`config.mk`:
```
export PLATFORM = sky130hd
export DESIGN_NAME = button_hold_gesture_classifier_core_flat
export DESIGN_NICKNAME = d
export VERILOG_FILES = /design/src/rtl/bhgc_pkg.sv /design/src/rtl/bhgc_if.sv /design/src/rtl/button_hold_gesture_classifier_core.sv /design/src/rtl/bhgc_alu.sv /design/src/rtl/bhgc_regs.sv /design/src/rtl/bhgc_seq.sv /design/src/flat_wrapper.sv
export SDC_FILE = /design/constraint.sdc
export NUM_CORES = 1
export LEC_CHECK = 0
export BUFFER_PORTS_ARGS = -buffer_cell sky130_fd_sc_hd__buf_2
export CAP_MARGIN = 15
export CORE_UTILIZATION = 60
export CTS_CLUSTER_DIAMETER = 80
export CTS_CLUSTER_SIZE = 24
export DETAILED_ROUTE_END_ITERATION = 10
export GPL_TIMING_DRIVEN = 0
export PLACE_DENSITY = 0.83
export SKIP_LAST_GASP = 1
export SLEW_MARGIN = 20
export SYNTH_ARGS = -nofsm -noshare
export SYNTH_HDL_FRONTEND = slang
export SYNTH_SLANG_ARGS = --single-unit
```
`constraint.sdc`:
```
create_clock -name clock -period 7.4 [get_ports clock]
set_input_delay 0.74 -clock clock [delete_from_list [all_inputs] [get_ports clock]]
set_output_delay 0.74 -clock clock [all_outputs]
set_load 0.01 [all_outputs]
```
`src/rtl/bhgc_pkg.sv`:
```
// ----------------------------------------------------------------------------
// bhgc_pkg
// shared types and constants for the button hold gesture classifier
// ----------------------------------------------------------------------------
package bhgc_pkg;

   localparam int HELD_W  = 17;
   localparam int HOLD_W  = 16;
   localparam int DT_W    = 16;
   localparam int PCT_W   = 7;
   localparam int ACC_W   = 24;
   localparam int STEP_W  = 3;
   localparam int CSR_AW  = 3;
   localparam int CSR_DW  = 32;

   localparam logic [HELD_W-1:0] HELD_MAX         = '1;
   localparam logic [HOLD_W-1:0] SHORT_HOLD_RESET = 16'd1000;
   localparam logic [HOLD_W-1:0] RESET_HOLD_RESET = 16'd5000;
   localparam logic [PCT_W-1:0]  PCT_FULL         = 7'd100;
   localparam logic [STEP_W-1:0] DIV_TOP_STEP     = 3'd6;

   localparam logic CMD_BEGIN  = 1'b0;
   localparam logic CMD_SAMPLE = 1'b1;

   localparam logic REG_SHORT_HOLD = 1'b0;
   localparam logic REG_RESET_HOLD = 1'b1;

   typedef enum logic [1:0] {
      GESTURE_NONE  = 2'd0,
      GESTURE_TAP   = 2'd1,
      GESTURE_SHORT = 2'd2,
      GESTURE_RESET = 2'd3
   } gesture_type;

   typedef struct packed {
      logic [HOLD_W-1:0] short_hold_time;
      logic [HOLD_W-1:0] reset_hold_time;
   } cfg_type;

   typedef struct packed {
      logic [ACC_W-1:0] a;
      logic [ACC_W-1:0] b;
      logic             sub;
   } alu_req_type;

   typedef struct packed {
      logic [ACC_W-1:0] sum;
      logic             carry;
   } alu_rsp_type;

endpackage

```
`src/rtl/bhgc_if.sv`:
```
// ----------------------------------------------------------------------------
// bhgc channel interfaces
// sample/command word in, classification word out
// ----------------------------------------------------------------------------
interface bhgc_req_if;
   import bhgc_pkg::*;

   logic            valid;
   logic            ready;
   logic            cmd;
   logic            pressed;
   logic [DT_W-1:0] elapsed_ms;

   modport source (output valid, output cmd, output pressed, output elapsed_ms, input ready);
   modport sink   (input valid, input cmd, input pressed, input elapsed_ms, output ready);
endinterface

interface bhgc_rsp_if;
   import bhgc_pkg::*;

   logic             valid;
   logic             ready;
   logic [1:0]       gesture;
   logic [PCT_W-1:0] progress_pct;
   logic             short_reached;

   modport source (output valid, output gesture, output progress_pct, output short_reached,
                   input ready);
   modport sink   (input valid, input gesture, input progress_pct, input short_reached,
                   output ready);
endinterface

```
`src/rtl/button_hold_gesture_classifier_core.sv`:
```
// ----------------------------------------------------------------------------
// button_hold_gesture_classifier_core
// long-press classifier: tap, short hold or reset from timed button samples
// ----------------------------------------------------------------------------
// A begin word (cmd 0) opens a session; each sample word (cmd 1) adds its
// elapsed_ms to the held time while the button is down. Reaching the reset
// threshold while held reports reset at once, reaching the short threshold
// latches a short hold that the release reports, and an early release is a
// tap. Every input word yields exactly one result word carrying the gesture,
// the hold progress as a percentage of the reset threshold (capped at 100)
// and the latched short-hold flag. A single shared add/subtract unit does
// the held-time update, both threshold compares, the times-100 product and
// a seven-step restoring divide; a capped progress skips the product and the
// divide. The input is taken only while the sequencer is idle, but a
// finished result may still wait in the output register while the next word
// is accepted. Thresholds are written through the csr port (short hold at
// 0x0, reset hold at 0x4); the user must write them only while the block is
// idle, which the block itself does not enforce.
// ----------------------------------------------------------------------------
module button_hold_gesture_classifier_core (
   input  logic                        clock,
   input  logic                        reset,
   bhgc_req_if.sink                    req_chan,
   bhgc_rsp_if.source                  rsp_chan,
   input  logic                        csr_psel,
   input  logic                        csr_penable,
   input  logic                        csr_pwrite,
   input  logic [bhgc_pkg::CSR_AW-1:0] csr_paddr,
   input  logic [bhgc_pkg::CSR_DW-1:0] csr_pwdata,
   output logic [bhgc_pkg::CSR_DW-1:0] csr_prdata,
   output logic                        csr_pready
);
   import bhgc_pkg::*;

   // thresholds, straight from the register block
   cfg_type     cfg;
   // shared unit operands and result
   alu_req_type alu_req;
   alu_rsp_type alu_rsp;

   bhgc_regs u_regs (
      .clock       (clock),
      .reset       (reset),
      .csr_psel    (csr_psel),
      .csr_penable (csr_penable),
      .csr_pwrite  (csr_pwrite),
      .csr_paddr   (csr_paddr),
      .csr_pwdata  (csr_pwdata),
      .csr_prdata  (csr_prdata),
      .csr_pready  (csr_pready),
      .cfg         (cfg)
   );

   // one adder/subtractor, time-shared by the sequencer
   bhgc_alu u_alu (
      .req (alu_req),
      .rsp (alu_rsp)
   );

   // session state, sequencer and output word register
   bhgc_seq u_seq (
      .clock    (clock),
      .reset    (reset),
      .cfg      (cfg),
      .alu_req  (alu_req),
      .alu_rsp  (alu_rsp),
      .req_chan (req_chan),
      .rsp_chan (rsp_chan)
   );
endmodule

```
`src/rtl/bhgc_alu.sv`:
```
// ----------------------------------------------------------------------------
// bhgc_alu
// shared add/subtract unit, carry out doubles as the a >= b flag
// ----------------------------------------------------------------------------
module bhgc_alu (
   input  bhgc_pkg::alu_req_type req,
   output bhgc_pkg::alu_rsp_type rsp
);
   import bhgc_pkg::*;

   logic [ACC_W:0] total;

   assign total = {1'b0, req.a} + {1'b0, req.b ^ {ACC_W{req.sub}}} + {{ACC_W{1'b0}}, req.sub};

   assign rsp.sum   = total[ACC_W-1:0];
   assign rsp.carry = total[ACC_W];
endmodule

```
`src/rtl/bhgc_regs.sv`:
```
// ----------------------------------------------------------------------------
// bhgc_regs
// threshold registers behind the apb-style port
// ----------------------------------------------------------------------------
module bhgc_regs (
   input  logic                      clock,
   input  logic                      reset,
   input  logic                      csr_psel,
   input  logic                      csr_penable,
   input  logic                      csr_pwrite,
   input  logic [bhgc_pkg::CSR_AW-1:0] csr_paddr,
   input  logic [bhgc_pkg::CSR_DW-1:0] csr_pwdata,
   output logic [bhgc_pkg::CSR_DW-1:0] csr_prdata,
   output logic                      csr_pready,
   output bhgc_pkg::cfg_type         cfg
);
   import bhgc_pkg::*;

   logic [HOLD_W-1:0] short_ff, short_in;
   logic [HOLD_W-1:0] reset_hold_ff, reset_hold_in;
   logic              wr_en;
   logic              reg_sel;

   assign reg_sel = csr_paddr[2];
   assign wr_en   = csr_psel & csr_penable & csr_pwrite;

   always_comb begin
      short_in      = short_ff;
      reset_hold_in = reset_hold_ff;
      if (wr_en) begin
         if (reg_sel == REG_SHORT_HOLD) short_in = csr_pwdata[HOLD_W-1:0];
         else                           reset_hold_in = csr_pwdata[HOLD_W-1:0];
      end
   end

   always_ff @(posedge clock) begin
      if (reset) begin
         short_ff      <= SHORT_HOLD_RESET;
         reset_hold_ff <= RESET_HOLD_RESET;
      end else begin
         short_ff      <= short_in;
         reset_hold_ff <= reset_hold_in;
      end
   end

   assign csr_pready = 1'b1;
   assign csr_prdata = (reg_sel == REG_SHORT_HOLD) ?
                       {{(CSR_DW-HOLD_W){1'b0}}, short_ff} :
                       {{(CSR_DW-HOLD_W){1'b0}}, reset_hold_ff};

   assign cfg.short_hold_time = short_ff;
   assign cfg.reset_hold_time = reset_hold_ff;
endmodule

```
`src/rtl/bhgc_seq.sv`:
```
// ----------------------------------------------------------------------------
// bhgc_seq
// session state and the sequencer that drives the shared alu
// ----------------------------------------------------------------------------
module bhgc_seq (
   input  logic                  clock,
   input  logic                  reset,
   input  bhgc_pkg::cfg_type     cfg,
   output bhgc_pkg::alu_req_type alu_req,
   input  bhgc_pkg::alu_rsp_type alu_rsp,
   bhgc_req_if.sink              req_chan,
   bhgc_rsp_if.source            rsp_chan
);
   import bhgc_pkg::*;

   typedef enum logic [3:0] {
      S_IDLE, S_ADD, S_CMP_RST, S_CMP_SHORT, S_CAP, S_MUL1, S_MUL2, S_DIV, S_OUT
   } state_type;

   state_type         state_ff, state_in;
   logic [HELD_W-1:0] held_ff, held_in;
   logic              decided_ff, decided_in;
   logic              fired_ff, fired_in;
   logic              pending_ff, pending_in;
   logic              pressed_ff, pressed_in;
   logic [DT_W-1:0]   dt_ff, dt_in;
   gesture_type       gesture_ff, gesture_in;
   logic [ACC_W-1:0]  acc_ff, acc_in;
   logic [PCT_W-1:0]  quot_ff, quot_in;
   logic [STEP_W-1:0] step_ff, step_in;
   logic              rsp_valid_ff, rsp_valid_in;
   gesture_type       rsp_gesture_ff, rsp_gesture_in;
   logic [PCT_W-1:0]  rsp_pct_ff, rsp_pct_in;
   logic              rsp_short_ff, rsp_short_in;

   logic [ACC_W-1:0] held_x;
   logic [ACC_W-1:0] rst_x;
   logic             accept;

   assign held_x = {{(ACC_W-HELD_W){1'b0}}, held_ff};
   assign rst_x  = {{(ACC_W-HOLD_W){1'b0}}, cfg.reset_hold_time};
   assign accept = req_chan.valid & req_chan.ready;

   always_comb begin
      state_in       = state_ff;
      held_in        = held_ff;
      decided_in     = decided_ff;
      fired_in       = fired_ff;
      pending_in     = pending_ff;
      pressed_in     = pressed_ff;
      dt_in          = dt_ff;
      gesture_in     = gesture_ff;
      acc_in         = acc_ff;
      quot_in        = quot_ff;
      step_in        = step_ff;
      rsp_valid_in   = rsp_valid_ff & ~rsp_chan.ready;
      rsp_gesture_in = rsp_gesture_ff;
      rsp_pct_in     = rsp_pct_ff;
      rsp_short_in   = rsp_short_ff;
      alu_req.a      = held_x;
      alu_req.b      = rst_x;
      alu_req.sub    = 1'b1;

      case (state_ff)
         S_IDLE: begin
            if (accept) begin
               pressed_in = req_chan.pressed;
               dt_in      = req_chan.elapsed_ms;
               gesture_in = GESTURE_NONE;
               if (req_chan.cmd == CMD_BEGIN) begin
                  held_in    = '0;
                  decided_in = 1'b0;
                  fired_in   = 1'b0;
                  pending_in = 1'b0;
                  state_in   = S_CAP;
               end else if (decided_ff) begin
                  state_in = S_CAP;
               end else if (req_chan.pressed) begin
                  state_in = S_ADD;
               end else begin
                  decided_in = 1'b1;
                  state_in   = S_CMP_SHORT;
               end
            end
         end
         S_ADD: begin
            alu_req.b   = {{(ACC_W-DT_W){1'b0}}, dt_ff};
            alu_req.sub = 1'b0;
            held_in     = alu_rsp.sum[HELD_W] ? HELD_MAX : alu_rsp.sum[HELD_W-1:0];
            state_in    = S_CMP_RST;
         end
         S_CMP_RST: begin
            if (alu_rsp.carry) begin
               decided_in = 1'b1;
               gesture_in = GESTURE_RESET;
               state_in   = S_CAP;
            end else begin
               state_in = S_CMP_SHORT;
            end
         end
         S_CMP_SHORT: begin
            alu_req.b = {{(ACC_W-HOLD_W){1'b0}}, cfg.short_hold_time};
            if (pressed_ff) begin
               if (!fired_ff && alu_rsp.carry) begin
                  fired_in   = 1'b1;
                  pending_in = 1'b1;
               end
            end else if (fired_ff || alu_rsp.carry) begin
               gesture_in = pending_ff ? GESTURE_SHORT : GESTURE_NONE;
            end else begin
               gesture_in = GESTURE_TAP;
            end
            state_in = S_CAP;
         end
         S_CAP: begin
            // held at or past the reset threshold (or a zero threshold) caps at full
            if (alu_rsp.carry) begin
               quot_in  = PCT_FULL;
               state_in = S_OUT;
            end else begin
               quot_in  = '0;
               state_in = S_MUL1;
            end
         end
         S_MUL1: begin
            // held * 100 as held*64 + held*32 + held*4
            alu_req.a   = held_x << 6;
            alu_req.b   = held_x << 5;
            alu_req.sub = 1'b0;
            acc_in      = alu_rsp.sum;
            state_in    = S_MUL2;
         end
         S_MUL2: begin
            alu_req.a   = acc_ff;
            alu_req.b   = held_x << 2;
            alu_req.sub = 1'b0;
            acc_in      = alu_rsp.sum;
            step_in     = DIV_TOP_STEP;
            state_in    = S_DIV;
         end
         S_DIV: begin
            alu_req.a = acc_ff;
            alu_req.b = rst_x << step_ff;
            if (alu_rsp.carry) begin
               acc_in           = alu_rsp.sum;
               quot_in[step_ff] = 1'b1;
            end
            if (step_ff == '0) state_in = S_OUT;
            else               step_in  = step_ff - 1'b1;
         end
         S_OUT: begin
            if (!rsp_valid_ff || rsp_chan.ready) begin
               rsp_valid_in   = 1'b1;
               rsp_gesture_in = gesture_ff;
               rsp_pct_in     = quot_ff;
               rsp_short_in   = fired_ff;
               state_in       = S_IDLE;
            end
         end
         default: state_in = S_IDLE;
      endcase
   end

   always_ff @(posedge clock) begin
      pressed_ff     <= pressed_in;
      dt_ff          <= dt_in;
      gesture_ff     <= gesture_in;
      acc_ff         <= acc_in;
      quot_ff        <= quot_in;
      step_ff        <= step_in;
      rsp_gesture_ff <= rsp_gesture_in;
      rsp_pct_ff     <= rsp_pct_in;
      rsp_short_ff   <= rsp_short_in;
      if (reset) begin
         state_ff     <= S_IDLE;
         held_ff      <= '0;
         decided_ff   <= 1'b0;
         fired_ff     <= 1'b0;
         pending_ff   <= 1'b0;
         rsp_valid_ff <= 1'b0;
      end else begin
         state_ff     <= state_in;
         held_ff      <= held_in;
         decided_ff   <= decided_in;
         fired_ff     <= fired_in;
         pending_ff   <= pending_in;
         rsp_valid_ff <= rsp_valid_in;
      end
   end

   assign req_chan.ready         = (state_ff == S_IDLE);
   assign rsp_chan.valid         = rsp_valid_ff;
   assign rsp_chan.gesture       = rsp_gesture_ff;
   assign rsp_chan.progress_pct  = rsp_pct_ff;
   assign rsp_chan.short_reached = rsp_short_ff;
endmodule
```
`src/flat_wrapper.sv`:
```
// flat-port wrapper written by rule: the top's interface ports become plain ports
module button_hold_gesture_classifier_core_flat import bhgc_pkg::*;
  (clock, reset, csr_psel, csr_penable, csr_pwrite, csr_paddr, csr_pwdata, csr_prdata, csr_pready, req_chan_valid, req_chan_cmd, req_chan_pressed, req_chan_elapsed_ms, req_chan_ready, rsp_chan_valid, rsp_chan_gesture, rsp_chan_progress_pct, rsp_chan_short_reached, rsp_chan_ready);
  bhgc_req_if req_chan_i ();
  bhgc_rsp_if rsp_chan_i ();
  input  logic clock;
  input  logic reset;
  input  logic csr_psel;
  input  logic csr_penable;
  input  logic csr_pwrite;
  input  logic [bhgc_pkg::CSR_AW-1:0] csr_paddr;
  input  logic [bhgc_pkg::CSR_DW-1:0] csr_pwdata;
  output logic [bhgc_pkg::CSR_DW-1:0] csr_prdata;
  output logic csr_pready;
  input wire logic [$bits(req_chan_i.valid)-1:0] req_chan_valid;
  input wire logic [$bits(req_chan_i.cmd)-1:0] req_chan_cmd;
  input wire logic [$bits(req_chan_i.pressed)-1:0] req_chan_pressed;
  input wire logic [$bits(req_chan_i.elapsed_ms)-1:0] req_chan_elapsed_ms;
  output wire logic [$bits(req_chan_i.ready)-1:0] req_chan_ready;
  output wire logic [$bits(rsp_chan_i.valid)-1:0] rsp_chan_valid;
  output wire logic [$bits(rsp_chan_i.gesture)-1:0] rsp_chan_gesture;
  output wire logic [$bits(rsp_chan_i.progress_pct)-1:0] rsp_chan_progress_pct;
  output wire logic [$bits(rsp_chan_i.short_reached)-1:0] rsp_chan_short_reached;
  input wire logic [$bits(rsp_chan_i.ready)-1:0] rsp_chan_ready;
  assign req_chan_i.valid = req_chan_valid;
  assign req_chan_i.cmd = req_chan_cmd;
  assign req_chan_i.pressed = req_chan_pressed;
  assign req_chan_i.elapsed_ms = req_chan_elapsed_ms;
  assign req_chan_ready = req_chan_i.ready;
  assign rsp_chan_valid = rsp_chan_i.valid;
  assign rsp_chan_gesture = rsp_chan_i.gesture;
  assign rsp_chan_progress_pct = rsp_chan_i.progress_pct;
  assign rsp_chan_short_reached = rsp_chan_i.short_reached;
  assign rsp_chan_i.ready = rsp_chan_ready;
  button_hold_gesture_classifier_core u_core (.clock(clock), .reset(reset), .req_chan(req_chan_i), .rsp_chan(rsp_chan_i), .csr_psel(csr_psel), .csr_penable(csr_penable), .csr_pwrite(csr_pwrite), .csr_paddr(csr_paddr), .csr_pwdata(csr_pwdata), .csr_prdata(csr_prdata), .csr_pready(csr_pready));
endmodule
```
==> impl_results.md, run 1 <==
- Worst setup SP type: flop
- Seq/Total Area, Yosys: 39.5%
- Crit Path Max Fanout: 24
- Max VDD drop: 0.388 mV
- CTS max path bufs: 2
- CTS tree: done
- Fin crit share: 84.1%
- RSZ-0062 raised after global routing: false
- Post-synth EDFFs: 63
- Core Region: 12,200 um^2
- Detailed placement HPWL: 17.0 mm
- Total Wirelength: 23.4 mm
- Asr flop ratio synth: 0%
- Die Wd: 115 um
- Area after DPL: 8230 um^2
- Distinct cell type count after synthesis: 70
- Synth Register Bits: 119
- # clock sinks: 119
- M1 wire length: 9.21 mm
- Routed Antenna Nets: 0
- Via/cell ratio: 6.49
- CTS Root Cell: clkbuf_16
- ANT cells: 0
- Largest net degree at the start of global routing: 25
- P&R area growth vs syn: 15.3%
- Final Critical Period: 6.23 ns
- P_sw: 2.40 mW
- Clock power share: 15.5%
- DRT iter0 DRCs: 1,092
- Setup violations, final: 0
- Internal: 2.58 mW
- Clk_lat worst skew: 0.42 ns
- WP data required: 7.44 ns
- Status: complete, no violations
- RePlAce Congestion: 0.985
- Cts bufs inserted: 17
- Die height: 115 um
- Sequential power share: 23.1%
- Nets@finish: 1,042
- First-pass DRT Iterations: 8
- IO Pins: 105
- Post-Layout Inst Area: 8780 um^2
- Residual DRC count: 0
- Cell Pwr Density: 568 nW/um^2
- Post-CTS Setup Bufs: 0
- Initial antenna violation count: 0
- Post-CTS sizing: 0
- Mapped cell area: 7620 um^2
- Worst-margin pin slew: 1.09 ns
- Post-Route Skew: 0.0102 ns
- Via count: 7,382
- Initial Util: 62.4%
- Met3 WL: 2.58 mm
- H-tree Lvls: 4
- Avg Inst Size Synth: 8.92 um^2
- Crit path capture type: flop
- Max-slew headroom: 27.3%
- First-pass GRT wire length: 36.3 mm
- LEAKAGE: 3.39 nW
- Number of port buffers: 68
- CTS clock-pin slew for the worst setup and hold paths: 0.06 ns
- Max Transition Viols Final: 0
- WP data arrival: 6.27 ns
- Setup TNS: 0 ns
- Top_reg_cell synth: edfxtp_1
- Met2 routed WL: 10.5 mm
- WHS: 0.423 ns
- Switching share of power: 48.2%
- Total global routing overflow: 0
- Synth Instances: 854
- Max-cap violations: 0
- Yosys Warn Count: 0
- Hold depth: 0
- FF-to-FF path depth: 18
- Final Hold Fails: 0
- Top sig layer: met4
- Layout cell share with drive strength beyond 1: 16.3%
- Min-Delay Path Class: flop to flop
- Setup Crit Path Kind: flop to flop
- Tot Pwr: 4.99 mW
- Hold Buf Count CTS: 0
- DR WL/cell: 20.6 um
- Die area: 13,200 um^2
- Max Fclk: 0.161 GHz
- Vias in the first global route: 6,793
- Comb pwr share: 61.4%
- All-Layer GR Usage: 36.8%
- Core Rows: 40
[through the flow]
stage	util, %	instances	setup slack [ns]
3_5_place_dp	67.4	1105	1.54
3_3_place_gp	67.4	1105	0.547
4_1_cts	71.9	1137	1.49
6_report	71.9	1137	1.17
5_1_grt	71.9	1137	0.913
2_1_floorplan	-	869	2.42
[worst paths after layout]
| kind | startpoint | end | slack (ns) |
|---|---|---|---|
| worst max-delay path | u_core.u_seq.state_ff[3] | u_core.u_seq.acc_ff[1] | 1.17 |
| worst min-delay path | u_core.u_seq.gesture_ff[0] | u_core.u_seq.rsp_chan.gesture[0] | 0.42 |
| worst max register to register | u_core.u_seq.state_ff[3] | u_core.u_seq.acc_ff[1] | 1.17 |
| worst min register to register | u_core.u_seq.gesture_ff[0] | u_core.u_seq.rsp_chan.gesture[0] | 0.42 |
[sequential cells by signal, indices dropped and copies added (netlist names)]
register	flops
u_core.u_seq.acc_ff	24
u_core.u_seq.held_ff	17
u_core.u_regs.reset_hold_ff	16
u_core.u_regs.short_ff	16
u_core.u_seq.dt_ff	16
u_core.u_seq.quot_ff	7
u_core.u_seq.rsp_chan.progress_pct	7
u_core.u_seq.state_ff	4
u_core.u_seq.step_ff	3
u_core.u_seq.gesture_ff	2
u_core.u_seq.rsp_chan.gesture	2
u_core.u_seq.decided_ff	1
u_core.u_seq.pending_ff	1
u_core.u_seq.pressed_ff	1
u_core.u_seq.rsp_chan.short_reached	1
u_core.u_seq.rsp_chan.valid	1
[critical path, cell delays in order (launching register included)]
cell and delay [ns]:
dfxtp_1 0.34, clkbuf_1 0.26, or2_2 0.36, clkbuf_1 0.18, nor2_1 0.39, clkbuf_1 0.57
a22oi_1 0.19, o2111ai_1 0.13, o21ai_0 0.16, xnor2_1 0.20, ha_1 0.44, and3_1 0.29
nand4_1 0.11, o21ai_0 0.46, a41oi_1 0.30, o211ai_1 0.30, clkbuf_1 0.42, nor2_1 0.14
nor2_4 0.61
[power by group through the flow]
| stage | combinational [mW] | clock [mW] | sequential, mW |
|---|---|---|---|
| 2_1_floorplan | 2.24 | 0 | 1.08 |
| 3_3_place_gp | 2.86 | 0 | 1.14 |
| 3_5_place_dp | 2.91 | 0 | 1.15 |
| 4_1_cts | 2.97 | 0.768 | 1.14 |
| 5_1_grt | 3.32 | 0.799 | 1.16 |
| 6_report | 3.06 | 0.773 | 1.15 |
[Yosys cell counts, types with 17 or more instances]
cell	count	share of area [%]
a211oi_1	18	1.8
a21oi_1	108	7.1
a22oi_1	25	2.5
buf_4	18	1.8
clkbuf_1	40	2.0
dfxtp_1	56	15
edfxtp_1	63	25
ha_1	25	4.1
inv_1	24	1.2
mux2_2	17	2.5
mux2i_1	17	2.2
nand2_1	104	5.1
nor2_1	67	3.3
o21ai_0	36	2.4
xnor2_1	25	2.9
[cells in the final DEF, fill, tap and decap left out, types with 24 or more instances in the layout]
master | synthesis | layout
nor2_1 | 67 | 66
a22oi_1 | 25 | 25
xnor2_1 | 25 | 25
buf_2 | 4 | 72
nand2_1 | 104 | 104
dfxtp_1 | 56 | 56
inv_1 | 24 | 24
a21oi_1 | 108 | 108
clkbuf_1 | 40 | 42
edfxtp_1 | 63 | 63
o21ai_0 | 36 | 36
ha_1 | 25 | 25
[layout make-up]
class	count	area, um^2
fill	954	3430
multi-input combinational	651	4220
clock inverter	12	104
sequential	119	3010
tap	168	210
timing repair buffer	68	340
clock buffer	20	447
inverter	26	97.6
buffer	73	354
[kinds of logic (layout without fill, tap and decap cells)]
| family | Yosys count | after routing | share of synthesized area (%) |
|---|---|---|---|
| mux | 42 | 42 | 7.11 |
| buf+inv | 99 | 199 | 5.93 |
| compound gates | 288 | 288 | 24.4 |
| simple gates | 242 | 242 | 14.3 |
| flops | 119 | 119 | 39.5 |
| xor+xnor | 36 | 36 | 4.24 |
| fa+ha+maj | 26 | 26 | 4.37 |
| other cells | 2 | 17 | 0.0986 |
[routing by layer]
metal  GRT usage (%)  up-vias
met5               0        -
met4            18.5        0
met3            8.63       98
met1            49.1     3430
li1                -     3332
met2            55.9      522
No activity file was read; power rests on OpenSTA's default activity.
==> run 2: changes to the inputs <==
- CORE_UTILIZATION: 60 -> 59
- PLACE_DENSITY: 0.83 -> 0.82
- clock period: 7.4 -> 6.4 ns (I/O delays scaled with it)
==> run 2 against run 1 <==
Against the previous run: total power up 17%; utilization shrank 1.9 points; first-iteration DRC count grew 9.5%; cell area grew 0.56%; combinational power grew 16%; highest routed layer unchanged.
==> impl_results.md, run 2 (same netlist as run 1, synthesis figures left out) <==
- Post-CTS Setup Bufs: 0 (unchanged)
- P_sw: 2.78 mW (was 2.40 mW)
- DR WL/cell: 20.8 um (was 20.6 um)
- Setup Crit Path Kind: flop to flop (unchanged)
- R2r setup slk: 0.24 ns (was 1.17 ns)
- Max-cap violations: 0 (unchanged)
- Top flop regs: u_core.u_seq.acc_ff (24), u_core.u_seq.held_ff (17) (unchanged)
- Max Fclk: 0.162 GHz (was 0.161 GHz)
- WP data arrival: 6.20 ns (was 6.27 ns)
- Initial antenna violation count: 0 (unchanged)
- Total Wirelength: 23.7 mm (was 23.4 mm)
- Die Wd: 116 um (was 115 um)
- Worst-margin pin slew: 1.05 ns (was 1.09 ns)
- Max-slew headroom: 30.0% (was 27.3%)
- Reg2reg end: u_core.u_seq.acc_ff[23] (was u_core.u_seq.acc_ff[1])
- Max Transition Viols Final: 0 (unchanged)
- P&R area growth vs syn: 15.9% (was 15.3%)
- Clock power share: 16.5% (was 15.5%)
- Largest net degree at the start of global routing: 25 (unchanged)
- Internal: 3.05 mW (was 2.58 mW)
- Total global routing overflow: 0 (unchanged)
- Initial Util: 60.4% (was 62.4%)
- Final Critical Period: 6.16 ns (was 6.23 ns)
- Max VDD drop: 0.507 mV (was 0.388 mV)
- RePlAce Congestion: 0.972 (was 0.985)
- Layout cell share with drive strength beyond 1: 16.3% (unchanged)
- WHS Endpoint: u_core.u_seq.dt_ff[12] (was u_core.u_seq.rsp_chan.gesture[0])
- Post-Route Skew: 0.00737 ns (was 0.0102 ns)
- CP most frequent cell: clkbuf_1 (unchanged)
- RSZ-0062 raised after global routing: false (unchanged)
- Fin crit share: 96.2% (was 84.1%)
- Crit Path Max Fanout: 24 (unchanged)
- Worst setup SP type: flop (unchanged)
- Most frequent cells in the layout: 108 x a21oi_1, 104 x nand2_1, 72 x buf_2 (unchanged)
- Largest register FFs: 24 (unchanged)
- Core Rows: 41 (was 40)
- Number of port buffers: 68 (unchanged)
- ANT cells: 0 (unchanged)
- Nets@finish: 1,042 (unchanged)
- WHS: 0.396 ns (was 0.423 ns)
- Detailed placement HPWL: 17.0 mm (about the same)
- FF-to-FF path depth: 18 (unchanged)
- Min-Delay Startpoint: req_chan_elapsed_ms[12] (was u_core.u_seq.gesture_ff[0])
- H-tree Lvls: 4 (unchanged)
- Comb pwr share: 60.7% (was 61.4%)
- CTS Root Cell: clkbuf_16 (unchanged)
- First-pass DRT Iterations: 7 (was 8)
- Via/cell ratio: 6.48 (was 6.49)
- Via count: 7,389 (was 7,382)
- DRT iter0 DRCs: 1,196 (was 1,092)
- IO Pins: 105 (unchanged)
- Crit path from: u_core.u_seq.state_ff[3] (unchanged)
- First-pass GRT wire length: 35.9 mm (was 36.3 mm)
- CTS tree: done (unchanged)
- Final Hold Fails: 0 (unchanged)
- Cts bufs inserted: 17 (unchanged)
- Layout Utilization: 70.0% (was 71.9%)
- Vias in the first global route: 6,650 (was 6,793)
- Min-Delay Path Class: input pin to flop (was flop to flop)
- Most common cell after layout, fill and taps aside: a21oi_1 (unchanged)
- Critical Path Max Stage Delay: 0.63 ns (was 0.61 ns)
- CTS clock-pin slew for the worst setup and hold paths: 0.06 ns (about the same)
- Status: complete, no violations (unchanged)
- Switching share of power: 47.7% (was 48.2%)
- Routed Antenna Nets: 0 (unchanged)
- Residual DRC count: 0 (unchanged)
- All-Layer GR Usage: 36.0% (was 36.8%)
- # clock sinks: 119 (unchanged)
- Die area: 13,400 um^2 (was 13,200 um^2)
- Sequential power share: 22.7% (was 23.1%)
- CTS max path bufs: 2 (unchanged)
- Cell Pwr Density: 660 nW/um^2 (was 568 nW/um^2)
- Core Region: 12,600 um^2 (was 12,200 um^2)
- LEAKAGE: 3.41 nW (was 3.39 nW)
- Setup violations, final: 0 (unchanged)
- Hold Buf Count CTS: 0 (unchanged)
- Crit-path cells: clkbuf_1 > or2_2 > clkbuf_1 > nor2_1 > clkbuf_1 > a22oi_1 > o2111ai_1 > o21ai_0 > xnor2_1 > ha_1 > and3_1 > nand4_1 > o21ai_0 > a41oi_1 > o211ai_1 > clkbuf_1 > nor2_1 > nor2_4 (unchanged)
- Biggest register: u_core.u_seq.acc_ff (unchanged)
- CP max-delay cell: nor2_4 (unchanged)
- Die height: 116 um (was 115 um)
- Crit path capture type: flop (unchanged)
- R2R Path Start: u_core.u_seq.state_ff[3] (unchanged)
- Fill cells: 1,011 (was 954)
- Hold depth: 1 (was 0)
- WP data required: 6.44 ns (was 7.44 ns)
- Post-CTS sizing: 0 (unchanged)
- Clk_lat worst skew: 0.42 ns (about the same)
==> run 2: per-layer routing <==
metal / global-route usage, % / part of all wire [%] / wire [um] / vias up
li1: - / - / - / 3348
met1: 48.4 / 39 / 9330 / 3471
met2: 54.3 / 45 / 10700 / 486
met3: 8.32 / 11 / 2530 / 84
met4: 19.2 / 4.7 / 1120 / 0
met5: 0 / 0 / 0 / -
==> run 2: worst max-delay path by stage <==
stage | to | slack [ns] | cells after the start
3_3_place_gp | u_core.u_seq.acc_ff[8] | -0.47 | 18
3_5_place_dp | u_core.u_seq.acc_ff[8] | 0.54 | 18
4_1_cts | u_core.u_seq.acc_ff[9] | 0.50 | 18
6_report | u_core.u_seq.acc_ff[23] | 0.24 | 18
2_1_floorplan | u_core.u_seq.acc_ff[0] | 1.42 | 18
5_1_grt | u_core.u_seq.acc_ff[3] | 0.05 | 18
==> run 2: per-stage QoR <==
step	setup WS [ns]	TNS, ns	power [mW]	instance area (um^2)	std cells
finish	0.242	0	5.83	8830	1141
detailed placement	0.542	0	4.70	8240	1109
global route	0.0488	0	6.14	8830	1141
floorplan	1.42	0	3.84	7670	869
global placement	-0.475	-11.36	4.63	8230	1109
CTS	0.504	0	5.71	8830	1141
==> run 2: worst max-delay path, delay by kind of cell, from the launching register on <==
family          cells  cell delay [ns]
compound gates      6             1.54
xor+xnor            1             0.20
fa+ha+maj           1             0.40
buf+inv             4             1.38
flops               1             0.35
simple gates        6             1.89
==> run 2: layout make-up <==
cell class	instances	area, um^2	share of cell area, %
multi-input combinational	651	4220	47.8
sequential	119	3010	34.1
clock buffer	21	472	5.34
buffer	73	354	4.01
timing repair buffer	68	340	3.85
tap	172	215	2.44
clock inverter	11	123	1.39
inverter	26	97.6	1.10
==> run 2: power groups by stage <==
stage / clock network, mW / logic [mW] / registers [mW]
2_1_floorplan: 0 / 2.59 / 1.25
3_3_place_gp: 0 / 3.31 / 1.32
3_5_place_dp: 0 / 3.37 / 1.33
4_1_cts: 0.956 / 3.44 / 1.31
5_1_grt: 0.992 / 3.82 / 1.33
6_report: 0.964 / 3.54 / 1.33
